### src/design/tvc_pkg.sv
// Shared types and constants for the token validator and classifier.
// Has no dependencies. All design files import it.
package tvc_pkg;

  // Transaction payloads.
  typedef struct packed {
    logic [7:0] token_byte;
    logic       last_byte;
  } tvc_in_t;

  typedef struct packed {
    logic [1:0]         token_class;
    logic signed [63:0] int_value;
  } tvc_out_t;

  typedef enum logic [1:0] {
    ClassInvalid = 2'd0,
    ClassInt     = 2'd1,
    ClassFloat   = 2'd2,
    ClassString  = 2'd3
  } tvc_class_e;

  typedef enum logic [3:0] {
    StStart   = 4'd0,
    StSign    = 4'd1,
    StInt     = 4'd2,
    StIntDot  = 4'd3,
    StDot     = 4'd4,
    StFrac    = 4'd5,
    StExp     = 4'd6,
    StExpSign = 4'd7,
    StExpDig  = 4'd8,
    StOther   = 4'd9
  } syn_state_e;

  // Next-state view of the number parser, as seen by the classifier.
  typedef struct packed {
    syn_state_e  state;
    logic        ovf;
    logic        neg;
    logic        mag_msb;
    logic [63:0] value;
  } syn_stat_t;

  // UTF-8 lead and continuation byte masks and marks.
  localparam logic [7:0] MaskCont  = 8'hC0;
  localparam logic [7:0] ContMark  = 8'h80;
  localparam logic [7:0] Lead2Mask = 8'hE0;
  localparam logic [7:0] Lead2Mark = 8'hC0;
  localparam logic [7:0] Lead3Mask = 8'hF0;
  localparam logic [7:0] Lead3Mark = 8'hE0;
  localparam logic [7:0] Lead4Mask = 8'hF8;
  localparam logic [7:0] Lead4Mark = 8'hF0;

  // Largest magnitude that can still take another decimal digit.
  localparam logic [63:0] MagDiv10 = 64'd922337203685477580;

endpackage

### src/design/token_validate_classify.sv
// Top level of the token validator and classifier.
// Depends on tvc_pkg, tvc_utf8_check and tvc_num_parse.
//
// This block takes the bytes of one whitespace-free token, one byte per
// input transaction, with last_byte set on the final byte, and returns one
// output transaction per token: the class (rejected, integer, floating or
// plain string) and, for an integer, its signed 64-bit value (zero for every
// other class). A token is rejected for a stray ASCII control byte, a bad
// UTF-8 lead or continuation byte, or a character cut off at the token's
// end. Integers that do not fit 64 signed bits come back as floating. The
// block takes one byte per clock cycle, token after token, with no gaps
// while no final byte waits on an untaken result; the rate is set by the
// state update from the byte register, whose longest path is the decimal
// accumulate (multiply by ten as two shifted adds, plus the digit). A final
// byte passes the byte register and then the result register, from which
// the result is offered until it is taken. The result register frees the
// input side: bytes of the next token keep flowing while a result waits,
// and only a final byte stalls behind an untaken result.
module token_validate_classify
  import tvc_pkg::*;
(
  input  logic     clk_i,
  input  logic     rst_ni,
  input  logic     in_valid_i,
  output logic     in_ready_o,
  input  tvc_in_t  in_data_i,
  output logic     out_valid_o,
  input  logic     out_ready_i,
  output tvc_out_t out_data_o
);

  // Byte register.
  logic      in_valid_q;
  tvc_in_t   in_q;
  logic      adv;

  // Result register.
  logic      out_valid_q;
  tvc_out_t  out_q, out_d;

  logic      utf8_bad;
  syn_stat_t syn;

  // The held byte moves on unless it finishes a token and the result
  // register is still occupied by a result nobody has taken.
  assign adv        = in_valid_q &&
                      (!in_q.last_byte || !out_valid_q || out_ready_i);
  assign in_ready_o = !in_valid_q || adv;

  always_ff @(posedge clk_i or negedge rst_ni) begin
    if (!rst_ni) begin
      in_valid_q <= 1'b0;
    end else if (in_ready_o) begin
      in_valid_q <= in_valid_i;
    end
  end

  always_ff @(posedge clk_i) begin
    if (in_ready_o && in_valid_i) begin
      in_q <= in_data_i;
    end
  end

  tvc_utf8_check u_utf8 (
    .clk_i  (clk_i),
    .rst_ni (rst_ni),
    .step_i (adv),
    .byte_i (in_q.token_byte),
    .last_i (in_q.last_byte),
    .bad_o  (utf8_bad)
  );

  tvc_num_parse u_parse (
    .clk_i  (clk_i),
    .rst_ni (rst_ni),
    .step_i (adv),
    .byte_i (in_q.token_byte),
    .last_i (in_q.last_byte),
    .stat_o (syn)
  );

  // Classification from the state as it stands after the final byte. The
  // parser already tracks the negated magnitude, so the signed value is a
  // plain select. A positive magnitude with its top bit set is 2^63, which
  // only fits as a negative number.
  always_comb begin
    out_d.token_class = ClassString;
    out_d.int_value   = 64'sd0;
    if (utf8_bad) begin
      out_d.token_class = ClassInvalid;
    end else begin
      case (syn.state)
        StInt: begin
          if (syn.ovf || (!syn.neg && syn.mag_msb)) begin
            out_d.token_class = ClassFloat;
          end else begin
            out_d.token_class = ClassInt;
            out_d.int_value   = signed'(syn.value);
          end
        end
        StIntDot, StFrac, StExpDig: out_d.token_class = ClassFloat;
        default:                    out_d.token_class = ClassString;
      endcase
    end
  end

  always_ff @(posedge clk_i or negedge rst_ni) begin
    if (!rst_ni) begin
      out_valid_q <= 1'b0;
    end else if (adv && in_q.last_byte) begin
      out_valid_q <= 1'b1;
    end else if (out_ready_i) begin
      out_valid_q <= 1'b0;
    end
  end

  always_ff @(posedge clk_i) begin
    if (adv && in_q.last_byte) begin
      out_q <= out_d;
    end
  end

  assign out_valid_o = out_valid_q;
  assign out_data_o  = out_q;

endmodule

### src/design/tvc_utf8_check.sv
// UTF-8 and control-character checker with its per-token state.
// Depends on tvc_pkg.
module tvc_utf8_check
  import tvc_pkg::*;
(
  input  logic       clk_i,
  input  logic       rst_ni,
  input  logic       step_i,
  input  logic [7:0] byte_i,
  input  logic       last_i,
  output logic       bad_o
);

  logic [1:0] cont_q, cont_d;
  logic       inv_q, inv_d;

  always_comb begin
    cont_d = cont_q;
    inv_d  = inv_q;
    if (!inv_q) begin
      if (cont_q != 2'd0) begin
        if ((byte_i & MaskCont) != ContMark) begin
          inv_d = 1'b1;
        end else begin
          cont_d = cont_q - 2'd1;
        end
      end else if ((byte_i < 8'h20 && byte_i != 8'h09 && byte_i != 8'h0A &&
                    byte_i != 8'h0D) || byte_i == 8'h7F) begin
        inv_d = 1'b1;
      end else if (byte_i < 8'h80) begin
        cont_d = 2'd0;
      end else if ((byte_i & Lead2Mask) == Lead2Mark) begin
        cont_d = 2'd1;
      end else if ((byte_i & Lead3Mask) == Lead3Mark) begin
        cont_d = 2'd2;
      end else if ((byte_i & Lead4Mask) == Lead4Mark) begin
        cont_d = 2'd3;
      end else begin
        inv_d = 1'b1;
      end
    end
  end

  // A token is rejected on a fault or on a character left unfinished.
  assign bad_o = inv_d || (cont_d != 2'd0);

  always_ff @(posedge clk_i or negedge rst_ni) begin
    if (!rst_ni) begin
      cont_q <= 2'd0;
      inv_q  <= 1'b0;
    end else if (step_i) begin
      if (last_i) begin
        cont_q <= 2'd0;
        inv_q  <= 1'b0;
      end else begin
        cont_q <= cont_d;
        inv_q  <= inv_d;
      end
    end
  end

endmodule

### src/design/tvc_num_parse.sv
// Number syntax state machine with the decimal accumulator.
// Depends on tvc_pkg.
module tvc_num_parse
  import tvc_pkg::*;
(
  input  logic       clk_i,
  input  logic       rst_ni,
  input  logic       step_i,
  input  logic [7:0] byte_i,
  input  logic       last_i,
  output syn_stat_t  stat_o
);

  syn_state_e  state_q, state_d;
  logic [63:0] mag_q, mag_d;
  logic [63:0] nmag_q, nmag_d;   // two's complement negation of mag_q
  logic        ovf_q, ovf_d;
  logic        neg_q, neg_d;

  logic        is_digit, is_sign, is_dot, is_expo;
  logic [3:0]  digit;
  logic [63:0] mag_x10, nmag_x10;

  assign is_digit = (byte_i >= 8'h30) && (byte_i <= 8'h39);
  assign is_sign  = (byte_i == 8'h2B) || (byte_i == 8'h2D);
  assign is_dot   = (byte_i == 8'h2E);
  assign is_expo  = (byte_i == 8'h65) || (byte_i == 8'h45);
  assign digit    = byte_i[3:0];

  assign mag_x10  = {mag_q[60:0], 3'b000} + {mag_q[62:0], 1'b0};
  assign nmag_x10 = {nmag_q[60:0], 3'b000} + {nmag_q[62:0], 1'b0};

  // Next state of the syntax machine.
  always_comb begin
    state_d = StOther;
    case (state_q)
      StStart: begin
        if (is_sign)       state_d = StSign;
        else if (is_digit) state_d = StInt;
        else if (is_dot)   state_d = StDot;
      end
      StSign: begin
        if (is_digit)    state_d = StInt;
        else if (is_dot) state_d = StDot;
      end
      StInt: begin
        if (is_digit)     state_d = StInt;
        else if (is_dot)  state_d = StIntDot;
        else if (is_expo) state_d = StExp;
      end
      StIntDot, StFrac: begin
        if (is_digit)     state_d = StFrac;
        else if (is_expo) state_d = StExp;
      end
      StDot: begin
        if (is_digit) state_d = StFrac;
      end
      StExp: begin
        if (is_sign)       state_d = StExpSign;
        else if (is_digit) state_d = StExpDig;
      end
      StExpSign, StExpDig: begin
        if (is_digit) state_d = StExpDig;
      end
      default: state_d = StOther;
    endcase
  end

  // Sign capture and digit accumulation.
  always_comb begin
    neg_d  = neg_q;
    mag_d  = mag_q;
    nmag_d = nmag_q;
    ovf_d  = ovf_q;
    if (state_q == StStart && is_sign) begin
      neg_d = (byte_i == 8'h2D);
    end
    if (state_d == StInt && !ovf_q) begin
      if (mag_q > MagDiv10 || (mag_q == MagDiv10 && digit > 4'd8)) begin
        ovf_d = 1'b1;
      end else begin
        mag_d  = mag_x10 + {60'd0, digit};
        nmag_d = nmag_x10 - {60'd0, digit};
      end
    end
  end

  assign stat_o.state   = state_d;
  assign stat_o.ovf     = ovf_d;
  assign stat_o.neg     = neg_d;
  assign stat_o.mag_msb = mag_d[63];
  assign stat_o.value   = neg_d ? nmag_d : mag_d;

  always_ff @(posedge clk_i or negedge rst_ni) begin
    if (!rst_ni) begin
      state_q <= StStart;
      mag_q   <= 64'd0;
      nmag_q  <= 64'd0;
      ovf_q   <= 1'b0;
      neg_q   <= 1'b0;
    end else if (step_i) begin
      if (last_i) begin
        state_q <= StStart;
        mag_q   <= 64'd0;
        nmag_q  <= 64'd0;
        ovf_q   <= 1'b0;
        neg_q   <= 1'b0;
      end else begin
        state_q <= state_d;
        mag_q   <= mag_d;
        nmag_q  <= nmag_d;
        ovf_q   <= ovf_d;
        neg_q   <= neg_d;
      end
    end
  end

endmodule

### config.mk
export PLATFORM = sky130hd
export DESIGN_NAME = token_validate_classify
export DESIGN_NICKNAME = d
export VERILOG_FILES = /design/src/design/tvc_pkg.sv /design/src/design/token_validate_classify.sv /design/src/design/tvc_utf8_check.sv /design/src/design/tvc_num_parse.sv
export SDC_FILE = /design/constraint.sdc
export NUM_CORES = 1
export LEC_CHECK = 0
export BUFFER_PORTS_ARGS = -buffer_cell sky130_fd_sc_hd__buf_2
export CORE_MARGIN = 2
export CORE_UTILIZATION = 30
export CTS_CLUSTER_SIZE = 24
export DETAILED_ROUTE_END_ITERATION = 8
export PLACE_DENSITY_LB_ADDON = 0.12
export SLEW_MARGIN = 20
export SYNTH_ARGS = -nofsm -noshare
export SYNTH_HDL_FRONTEND = slang
export SYNTH_SLANG_ARGS = --single-unit
### constraint.sdc
create_clock -name clk_i -period 6.8 [get_ports clk_i]
set_clock_uncertainty 0.2 [all_clocks]
set_input_delay 0.68 -clock clk_i [delete_from_list [all_inputs] [get_ports clk_i]]
set_output_delay 0.68 -clock clk_i [all_outputs]
set_load 0.1 [all_outputs]
==> impl_results.md, run 1 <==
* CTS sink cnt at around 210
* Worst slack, placed at about 1.5 ns
* Starting DRT DRC Count at approximately 1.5k
* Yosys warnings at 0
* CTS H-Tree Depth at 1
* Gates resized, CTS repair at 0
* I/O pin count at 81
* Worst-Margin Slew at about 1.0 ns
* Clock buffer depth at 3
* Tmin final at 5.24 ns
* Static leakage at 0.0101 uW
* Detail Route Antenna Nets at 0
* Worst r2r path cells at 14
* Largest net degree at the start of global routing at 86
* Pre-antenna DRT Iters at 5
* Hold crit path type: in -> async
* Crit start category: flop
* Critical R2R Capture: out_data_o[42]
* Vias at approximately 17k
* Final Hold Viols at 6
* Die area at between 60000 and 70000 um^2
* RSZ-0062 raised after global routing: no
* Worst-Skew Late Latency at ~0.57 ns
* Nets at 2523
* CP arrival at 5.33 ns
* Setup tns final at 0 ns
* Cell Area, Synth at about 19000 um^2
* Number of global-route vias before repair at ~17k
* PwrDens at 186 nW/um^2
* Mapped Nets at approximately 2.5k
* Fmax at about 190 MHz
* Slew headroom at 0.300
* Mean Syn Cell Area at approximately 8.5 um^2
* Status: finished, violations left
* Ys flop type: dfrtp_1
* Initial antenna violation count at 0
* Width of the die at approximately 260 um
* Clock root buffer: clkbuf_16
* Post-layout power at roughly 4000 uW
* Slew Viols, Final at 0
* GRT Util Overall at 0.191
* Worst R2R Start: in_q[4]
* Hold_buf cts at 0
* Post-synth EDFFs at between 70 and 80
* Postcts setup bufs at 0
* Buffers on Ports at 80
* Synth top area cells: dfrtp_1, ha_1, edfxtp_1
* Clock-pin slew on the worst setup and hold paths at approximately 0.060 ns
* Peak supply drop at 0.185 mV
* Crit path kind: reg -> reg
* Row count at 92
* Required time of the critical path at ~6.9 ns
* DR WL/cell at between 20 and 25 um
* Top-area cell type share of the netlist area at 0.179
* Global-route wire length before repair at between 100000 and 150000 um
* Worst hold slack at -0.0134 ns
* Placer congestion estimate at ~0.89
* Final setup vio count at 0
* Detailed placement HPWL at about 48000 um
* Starting Density at 0.304
* CTS Buf Count at 28
* Post-synthesis sequential area ratio at 0.296
* Yosys top cell by area: dfrtp_1
* Mapped Cells at around 2.3k
* TritonCTS clock tree: yes
* Kind of end point of the critical path: flop
* Final WS setup at ~1.6 ns
* Post-layout util at 0.336
* Asr flop ratio synth at 0.648
* Yosys cell types at 87
* Violated checks: hold timing
* Reg2reg setup slack at between 1.5 and 2 ns
* CP Max Fanout at 46
* Number of max-cap violations at 0
* Die height at 257 um
* Final wirelength at around 64000 um
* FF+latch count, synth at roughly 210
* Post-route clock period utilization at 0.770
* Gr ovfl total at 0
* Layout area overhead at 10.4%
* # DRC at 0
* CORE AREA at between 60000 and 70000 um^2
* Via-to-Cell Ratio at about 5.4
* N_diodes at 0
* Share of layout cells above drive strength 1 at 0.0732
sequential cells by signal (all words and copies together) (netlist names):
register         cells
u_parse.neg_q        1
in_q                 9
u_parse.ovf_q        1
out_data_o          66
u_utf8.inv_q         1
in_valid_q           1
u_parse.mag_q       64
u_utf8.cont_q        2
u_parse.state_q      4
out_valid_o          1
u_parse.nmag_q      63
cell families after synthesis:
family | after synthesis | share of synthesized area
buffers and inverters | 349 | 0.0715
AND/OR/NAND/NOR | 562 | 0.143
adder cells (fa/ha/maj) | 250 | 0.164
multiplexers | 65 | 0.0345
XOR/XNOR | 127 | 0.0582
flip-flops | 213 | 0.296
AO/OA/AOI/OAI | 690 | 0.233
area by class of cell:
type                       count  area [um^2]
fill                        6667        42000
multi-input combinational   1694        12200
sequential                   213         5710
tap                          846         1060
inverter                     228          856
clock buffer                  37          766
timing repair buffer          95          532
clock inverter                15          133
through the flow:
step                cell area (um^2)  cells
floorplan                      19300   2256
finish                         21300   3128
detailed placement             20400   3076
global placement               20400   3076
CTS                            21300   3128
global route                   21300   3128
synthesized netlist by cell type, types with 8 or more instances:
library cell	n
nand4_1	50
and3_1	10
nor2b_1	31
nor3_1	32
a31oi_1	22
a22o_1	51
a211oi_1	59
dfrtp_1	138
o22ai_1	40
buf_2	17
edfxtp_1	75
and2_0	8
ha_1	246
a21o_1	59
mux2i_1	63
nand3_1	31
a311oi_1	8
and2_1	25
a21oi_1	176
nor2_1	111
clkbuf_1	96
o211ai_1	12
inv_1	228
or3_1	9
o21a_1	14
xnor2_1	75
xor2_1	51
nand2b_1	15
o21ai_0	140
o21ai_1	9
o21bai_1	29
nand2_1	201
cell usage in the layout (no fill, tap or decap), drive strengths merged, types with 10 or more instances in the layout:
| cell type | count |
|---|---|
| nand4 | 50 |
| edfxtp | 75 |
| o21bai | 30 |
| a211oi | 60 |
| nor2b | 31 |
| clkinv | 10 |
| o22ai | 40 |
| mux2i | 63 |
| o21ai | 150 |
| nor2 | 111 |
| clkbuf | 37 |
| ha | 246 |
| nand3 | 31 |
| o21a | 14 |
| buf | 95 |
| a21oi | 177 |
| a22o | 51 |
| and2 | 33 |
| and3 | 10 |
| xnor2 | 75 |
| dfrtp | 138 |
| inv | 229 |
| nor3 | 32 |
| xor2 | 52 |
| a21o | 59 |
| o211ai | 13 |
| nand2 | 201 |
| nand2b | 15 |
| a31oi | 22 |
routing by layer:
layer / global-route usage / wire, um
met1: 0.290 / 32800
met5: 0 / 0
met4: 0.0331 / 858
met3: 0.0158 / 2820
met2: 0.297 / 27700
worst max-delay path, cell delays in order (launching register included):
cell and delay [ns]:
edfxtp_1 0.61, fa_1 0.57, ha_1 0.32, a211oi_1 0.35, o211ai_2 0.14, nand4_1 0.19, a21oi_2 0.11, a21boi_1 0.32
o31ai_2 0.17, a211oi_1 0.45, o21ai_2 0.14, xor2_2 0.27, o21bai_4 0.35, buf_4 0.61, nor4_1 0.14
report_power, final:
part	total, uW	switching [uW]	internal [uW]	leakage [uW]
Combinational	1080	753	329	0.00706
Sequential	1390	31.3	1360	0.00264
Clock	1480	614	864	0.000434
worst max path at each step:
| stage | start | endpoint | slack (ns) | cells past startpoint |
|---|---|---|---|---|
| after detailed placement | in_q[4] | out_data_o[42] | 1.48 | 14 |
| final | in_q[4] | out_data_o[42] | 1.56 | 14 |
| after CTS | in_q[4] | out_data_o[42] | 1.43 | 14 |
| after global routing | in_q[4] | out_data_o[42] | 1.17 | 14 |
| after global placement | in_q[4] | out_data_o[42] | 1.60 | 14 |
| after floorplan | out_valid_o | out_data_o[0] | 2.04 | 4 |
(Power assumes the default switching activity.)
==> run 2, diff against run 1 <==
Clock period 6.8 ns to 4.44 ns, I/O delays scaled along.
==> run 2 against run 1 <==
Net effect:
- the run now ends clean
- via count grew 3.2%
- setup slack lost 1.4 ns
- final cell count grew 4.8%
- routed wire length grew 2.1%
- first-iteration DRC count shrank 16%
- combinational power grew 91%
- clock power grew 61%
- register-to-register slack lost 1.4 ns
==> impl_results.md, run 2 (synthesis results as in run 1) <==
* Seq. cell area at 5710 um^2 (unchanged)
* Slew Viols, Final at 0 (unchanged)
* Peak supply drop at 0.301 mV (+63%)
* Hold crit path type: reg -> reg
* I/O pin count at 81 (unchanged)
* Setup tns final at 0 ns (unchanged)
* Non-filler instance count after layout at 3279 (+4.8%)
* Delay-heaviest family, CP: compound AO/OA/AOI/OAI gates
* Worst-Skew Late Latency at 0.59 ns (+0.02 ns)
* Starting Density at 0.304 (unchanged)
* Pre-antenna DRT Iters at 5 (unchanged)
* Number of max-cap violations at 0 (unchanged)
* CTS Buf Count at 29 (+3.6%)
* Static leakage at 0.0110 uW (+8.5%)
* RSZ-0062 raised after global routing: yes
* Max stage delay on crit path at 0.57 ns (-0.04 ns)
* Dpl cells at 3207 (+4.3%)
* Clock Power Share at 0.364 (-0.010)
* CTS sink cnt at 213 (unchanged)
* DR WL/cell at 20.0 um (-2.6%)
* Post-route clock period utilization at 0.967 (+0.196)
* CP arrival at 4.41 ns (-0.92 ns)
* Max FFs per register at 66 (unchanged)
* Crit path from: u_parse.mag_q[19]
* Gr ovfl total at 0 (unchanged)
* Slew headroom at 0.386 (+0.0857)
* Crit path kind: reg -> reg
* Row count at 92 (unchanged)
* TritonCTS clock tree: yes
* Worst-path cell chain: ha_1, ha_1, nand3_1, or4_1, a211o_1, a21boi_1, nor3_2, o41ai_2, buf_4, a31oi_1, xnor2_1, a211oi_1, buf_4, a311oi_2
* Final Hold Viols at 0 (-6)
* Worst-Margin Slew at 0.922 ns (-0.126 ns)
* Beginning of the worst hold path: u_parse.nmag_q[48]
* Initial antenna violation count at 2 (+2)
* CP max stage cell: or4_1
* Number of global-route vias before repair at 17.5k (+4.8%)
* Busiest grt layer: met2
* # DRC at 0 (unchanged)
* Commonest non-fill, non-tap cell in the layout: ha_1
* Width of the die at 257 um (unchanged)
* Nets at 2673 (+5.9%)
* Share of layout cells above drive strength 1 at 0.139 (+0.0653)
* PwrDens at 287 nW/um^2 (+54%)
* Clock buffer depth at 3 (unchanged)
* Die area at 66200 um^2 (unchanged)
* Detailed placement HPWL at 50300 um (+4.1%)
* Starting DRT DRC Count at 1247 (-16%)
* Met1 Usage GRT at 0.293 (+0.00310)
* Final setup vio count at 0 (unchanged)
* Comb power frac at 0.313 (+0.039)
* Vias at 17.3k (+3.2%)
* N_diodes at 0 (unchanged)
* Crit start category: flop
* Fillcell total at 6566 (-1.5%)
* Area of the multi-input gates at 12400 um^2 (+1.5%)
* CP Max Fanout at 6 (-87%)
* Most frequent cells in the layout: ha_1, inv_1, nand2_1
* Bufs and invs on worst path at 2 (+1)
* Required time of the critical path at 4.56 ns (-2.33 ns)
* Layout area overhead at 18.7%
* Switch Pwr at 2250 uW (+61%)
* Final wirelength at 65600 um (+2.1%)
* Switching Fraction at 0.342 (-0.0110)
* Largest net degree at the start of global routing at 81 (-5.8%)
* Tmin final at 4.29 ns (-0.947 ns)
* Worst slack, placed at -0.172 ns (-1.65 ns)
* Via-to-Cell Ratio at 5.28 (-1.6%)
* Die height at 257 um (unchanged)
* Placer congestion estimate at 0.876 (-2.1%)
* Global-route wire length before repair at 103000 um (+2.7%)
* Met3 usage at 0.0179 (+0.00217)
* Clock root buffer: clkbuf_16
* Post-layout power at 6570 uW (+66%)
* GR Util met2 at 0.307 (+0.00943)
* Clock-pin slew on the worst setup and hold paths at 0.06 ns (about the same)
* GRT Util Overall at 0.197 (+0.00566)
* Buffers on Ports at 80 (unchanged)
* Seq pwr share at 0.323 (-0.030)
* CTS H-Tree Depth at 1 (unchanged)
* Worst R2R Start: u_parse.mag_q[19]
* Fmax at 233 MHz (+22%)
* Final WS setup at 0.148 ns (-1.41 ns)
* Status: complete, no violations
* Kind of end point of the critical path: flop
* CORE AREA at 63300 um^2 (unchanged)
* Detail Route Antenna Nets at 0 (unchanged)
* Internal power at 4320 uW (+69%)
## run 2: cell types whose count changed in the layout (fill, tap and decap cells not counted), sizes merged
cell	change
dlygate4sd3	+13
clkinv	+3
clkinvlp	+2
bufinv	+2
buf	+136
clkbuf	-5
## run 2: tightest hold or removal path: stages (launching register included)
cell	delay, ns
dfrtp_1	0.34
nand2_1	0.04
o21ai_0	0.06
## run 2: routing by layer
metal  routed length (um)  vias to the layer above
li1                     -                     8450
met1                33100                     8427
met2                28700                      383
met3                 2630                       62
met4                 1190                        0
met5                    0                        -
## run 2: power by group through the flow
stage / sequential, uW / combinational (uW) / clock [uW]
after global routing: 2130 / 2230 / 2550
after detailed placement: 2160 / 1990 / 0
after floorplan: 2340 / 966 / 0
after CTS: 2120 / 2010 / 2460
final: 2120 / 2060 / 2390
after global placement: 2160 / 2000 / 0
## run 2: layout make-up
class / instances / area share
timing repair buffer: 244 / 0.0827
clock buffer: 32 / 0.0322
tap: 846 / 0.0463
sequential: 213 / 0.250
inverter: 228 / 0.0374
multi-input combinational: 1694 / 0.542
clock inverter: 22 / 0.00952
## run 2: per-stage QoR
stage / hold WS [ns] / area (um^2) / utilization
after floorplan: -0.0516 / 19300 / -
after global placement: 0.267 / 21500 / 0.340
after detailed placement: 0.275 / 21500 / 0.340
after CTS: 0.289 / 22700 / 0.358
after global routing: 0.315 / 22900 / 0.361
final: 0.281 / 22900 / 0.361
## run 2: timing repair
action | 4_1_cts | 5_1_grt
setup endpoints to repair | 43 | 72
buffers inserted | 1 | 4
gates cloned | 0 | 0
hold buffers | 13 | 0
gates resized for setup | 10 | 32
endpoints found under the hold margin | 90 | 0
pin swaps | 9 | 21
## run 2: worst paths after layout
path / depth (start not counted) / end / slack (ns)
max: 14 / out_data_o[61] / 0.15
min: 2 / u_parse.nmag_q[48] / 0.28
max reg2reg: 14 / out_data_o[61] / 0.15
min reg2reg: 2 / u_parse.nmag_q[48] / 0.28
max in group asynchronous: 3 / u_parse.nmag_q[46] / 2.84
min in group asynchronous: 2 / u_parse.nmag_q[3] / 0.32
==> run 3, diff against run 2 <==
Settings changed: CORE_ASPECT_RATIO set to 1.1.
==> run 3 against run 2 <==
Net effect:
- fmax shrank 0.38%
- core utilization shrank 0.50 points
- worst hold slack lost 0.040 ns
- non-clock buffer count shrank 10
- clock power is essentially flat
- total power shrank 0.94%
- critical path type unchanged
- largest power group unchanged
==> impl_results.md, run 3 (synthesis results as in run 1) <==
* Fillcell total at 6666 (+1.5%)
* Worst-Skew Late Latency at 0.59 ns (about the same)
* CP arrival at 4.43 ns (+0.02 ns)
* Switch Pwr at 2270 uW (+0.85%)
* Switching Fraction at 0.349 (+0.00619)
* Commonest non-fill, non-tap cell in the layout: ha_1
* Final wirelength at 65900 um (+0.47%)
* GRT Util Overall at 0.198 (+0.00148)
* Seq pwr share at 0.327 (+0.004)
* Share of layout cells above drive strength 1 at 0.132 (-0.00639)
* N_diodes at 0 (unchanged)
* CP Max Fanout at 3 (-3)
* PwrDens at 287 nW/um^2 (about the same)
* Hold crit path type: in -> async
* Detail Route Antenna Nets at 0 (unchanged)
* Die area at 66200 um^2 (about the same)
* TritonCTS clock tree: yes
* Placer congestion estimate at 0.900 (+2.7%)
* Crit start category: flop
* Layout area overhead at 17.6%
* Max FFs per register at 66 (unchanged)
* Clock root buffer: clkbuf_16
* Final setup vio count at 0 (unchanged)
* Internal power at 4240 uW (-1.9%)
* Kind of end point of the critical path: flop
* Initial antenna violation count at 1 (-1)
* Vias at 17.2k (-0.77%)
* Gr ovfl total at 0 (unchanged)
* CORE AREA at 63600 um^2 (+0.45%)
* I/O pin count at 81 (unchanged)
* Worst hold slack at 0.240 ns (-0.0404 ns)
* Starting DRT DRC Count at 865 (-31%)
* # DRC at 0 (unchanged)
* Starting Density at 0.303 (-0.00136)
* Most frequent cells in the layout: ha_1, inv_1, nand2_1
* Global-route wire length before repair at 104000 um (+0.43%)
* Comb power frac at 0.311 (-0.002)
* Worst slack, placed at -0.200 ns (-0.0285 ns)
* Nets at 2663 (-0.37%)
* Width of the die at 246 um (-4.6%)
* Slew headroom at 0.414 (+0.0288)
* Buffers on Ports at 80 (unchanged)
* Static leakage at 0.0109 uW (-1.1%)
* Status: complete, no violations
* Clock buffer depth at 3 (unchanged)
* CTS H-Tree Depth at 1 (unchanged)
* Clock Power Share at 0.362 (-0.002)
* Final WS setup at 0.132 ns (-0.0164 ns)
* Via-to-Cell Ratio at 5.27 (-0.29%)
* CTS sink cnt at 213 (unchanged)
* Setup tns final at 0 ns (unchanged)
* Fmax at 232 MHz (-0.38%)
* DP Area at 21400 um^2 (-0.85%)
* Required time of the critical path at 4.56 ns (about the same)
* Peak supply drop at 0.255 mV (-15%)
* Number of max-cap violations at 0 (unchanged)
* Worst-Margin Slew at 0.878 ns (-0.0432 ns)
* Detailed placement HPWL at 50000 um (-0.55%)
* DR WL/cell at 20.2 um (+0.96%)
* Post-route cell area at 22600 um^2 (-0.94%)
* Pre-antenna DRT Iters at 5 (unchanged)
* Worst r2r path cells at 15 (+1)
* Tmin final at 4.31 ns (+0.0164 ns)
* Slew Viols, Final at 0 (unchanged)
* CTS Buf Count at 29 (unchanged)
* Die height at 270 um (+4.8%)
* Clock-pin slew on the worst setup and hold paths at 0.06 ns (about the same)
* Row count at 97 (+5.4%)
* Post-route clock period utilization at 0.970 (+0.00370)
* Number of global-route vias before repair at 17.8k (+1.8%)
* Largest net degree at the start of global routing at 64 (-21%)
* Crit path kind: reg -> reg
* Final Hold Viols at 0 (unchanged)
[run 3: changes by cell type in the layout (fill, tap and decap cells not counted), sizes merged]
cell	previous run	this run
buf	231	221
bufinv	4	3
clkbuf	32	39
clkinv	13	7
inv	229	228
[run 3: stage by stage]
| step | cells | power [uW] | util |
|---|---|---|---|
| global placement | 3190 | 4170 | 0.336 |
| global route | 3263 | 6820 | 0.356 |
| detailed placement | 3190 | 4160 | 0.336 |
| finish | 3263 | 6510 | 0.356 |
| floorplan | 2256 | 3310 | - |
| CTS | 3256 | 6590 | 0.353 |
[run 3: final timing paths]
| kind | from | end | slack (ns) |
|---|---|---|---|
| setup / recovery | in_q[4] | out_data_o[57] | 0.13 |
| hold / removal | rst_ni | u_parse.nmag_q[1] | 0.24 |
| setup reg to reg | in_q[4] | out_data_o[57] | 0.13 |
| hold reg to reg | u_parse.mag_q[63] | u_parse.mag_q[63] | 0.28 |
| max in group asynchronous | rst_ni | u_parse.mag_q[38] | 2.88 |
| min in group clk_i | u_parse.mag_q[63] | u_parse.mag_q[63] | 0.28 |
[run 3: worst max-delay path, cell delays in order (launching register included)]
cell and delay [ns]:
edfxtp_1 0.44, fa_1 0.55, inv_1 0.05, ha_1 0.30, nor2b_4 0.14, o2111ai_4 0.27
a311oi_2 0.17, o311ai_1 0.28, buf_4 0.17, nand4_1 0.25, nand3_2 0.19, a21o_1 0.15
a211o_1 0.15, or3b_2 0.47, mux2i_1 0.19, a211oi_2 0.09
[run 3: cell type report]
| cell class | count | area [um^2] | share of cell area |
|---|---|---|---|
| well taps | 841 | 1050 | 0.0465 |
| flip-flops and latches | 213 | 5710 | 0.252 |
| clock inverters | 14 | 154 | 0.00679 |
| clock buffers | 39 | 763 | 0.0337 |
| multi-input cells | 1694 | 12400 | 0.548 |
| repair buffers | 234 | 1710 | 0.0756 |
| inverters | 228 | 856 | 0.0378 |
[run 3: metal layers]
| metal | track usage | share of wire | vias up |
|---|---|---|---|
| met4 | 0.0668 | 0.035 | 0 |
| li1 | - | - | 8421 |
| met5 | 0 | 0 | - |
| met2 | 0.340 | 0.48 | 350 |
| met1 | 0.257 | 0.45 | 8321 |
| met3 | 0.0231 | 0.039 | 96 |
[run 3: power by group through the flow]
| stage | combinational (uW) | sequential [uW] | clock (uW) |
|---|---|---|---|
| 2_1_floorplan | 966 | 2340 | 0 |
| 3_3_place_gp | 2010 | 2160 | 0 |
| 3_5_place_dp | 2000 | 2160 | 0 |
| 4_1_cts | 2020 | 2130 | 2440 |
| 5_1_grt | 2180 | 2130 | 2510 |
| 6_report | 2030 | 2130 | 2360 |
[run 3: timing repair]
action / in CTS / in global routing
hold endpoints to repair: 65 / 0
resized for setup: 6 / 31
setup buffers: 0 / 7
setup endpoints to repair: 43 / 69
pin swaps: 1 / 21
hold buffers: 13 / 0
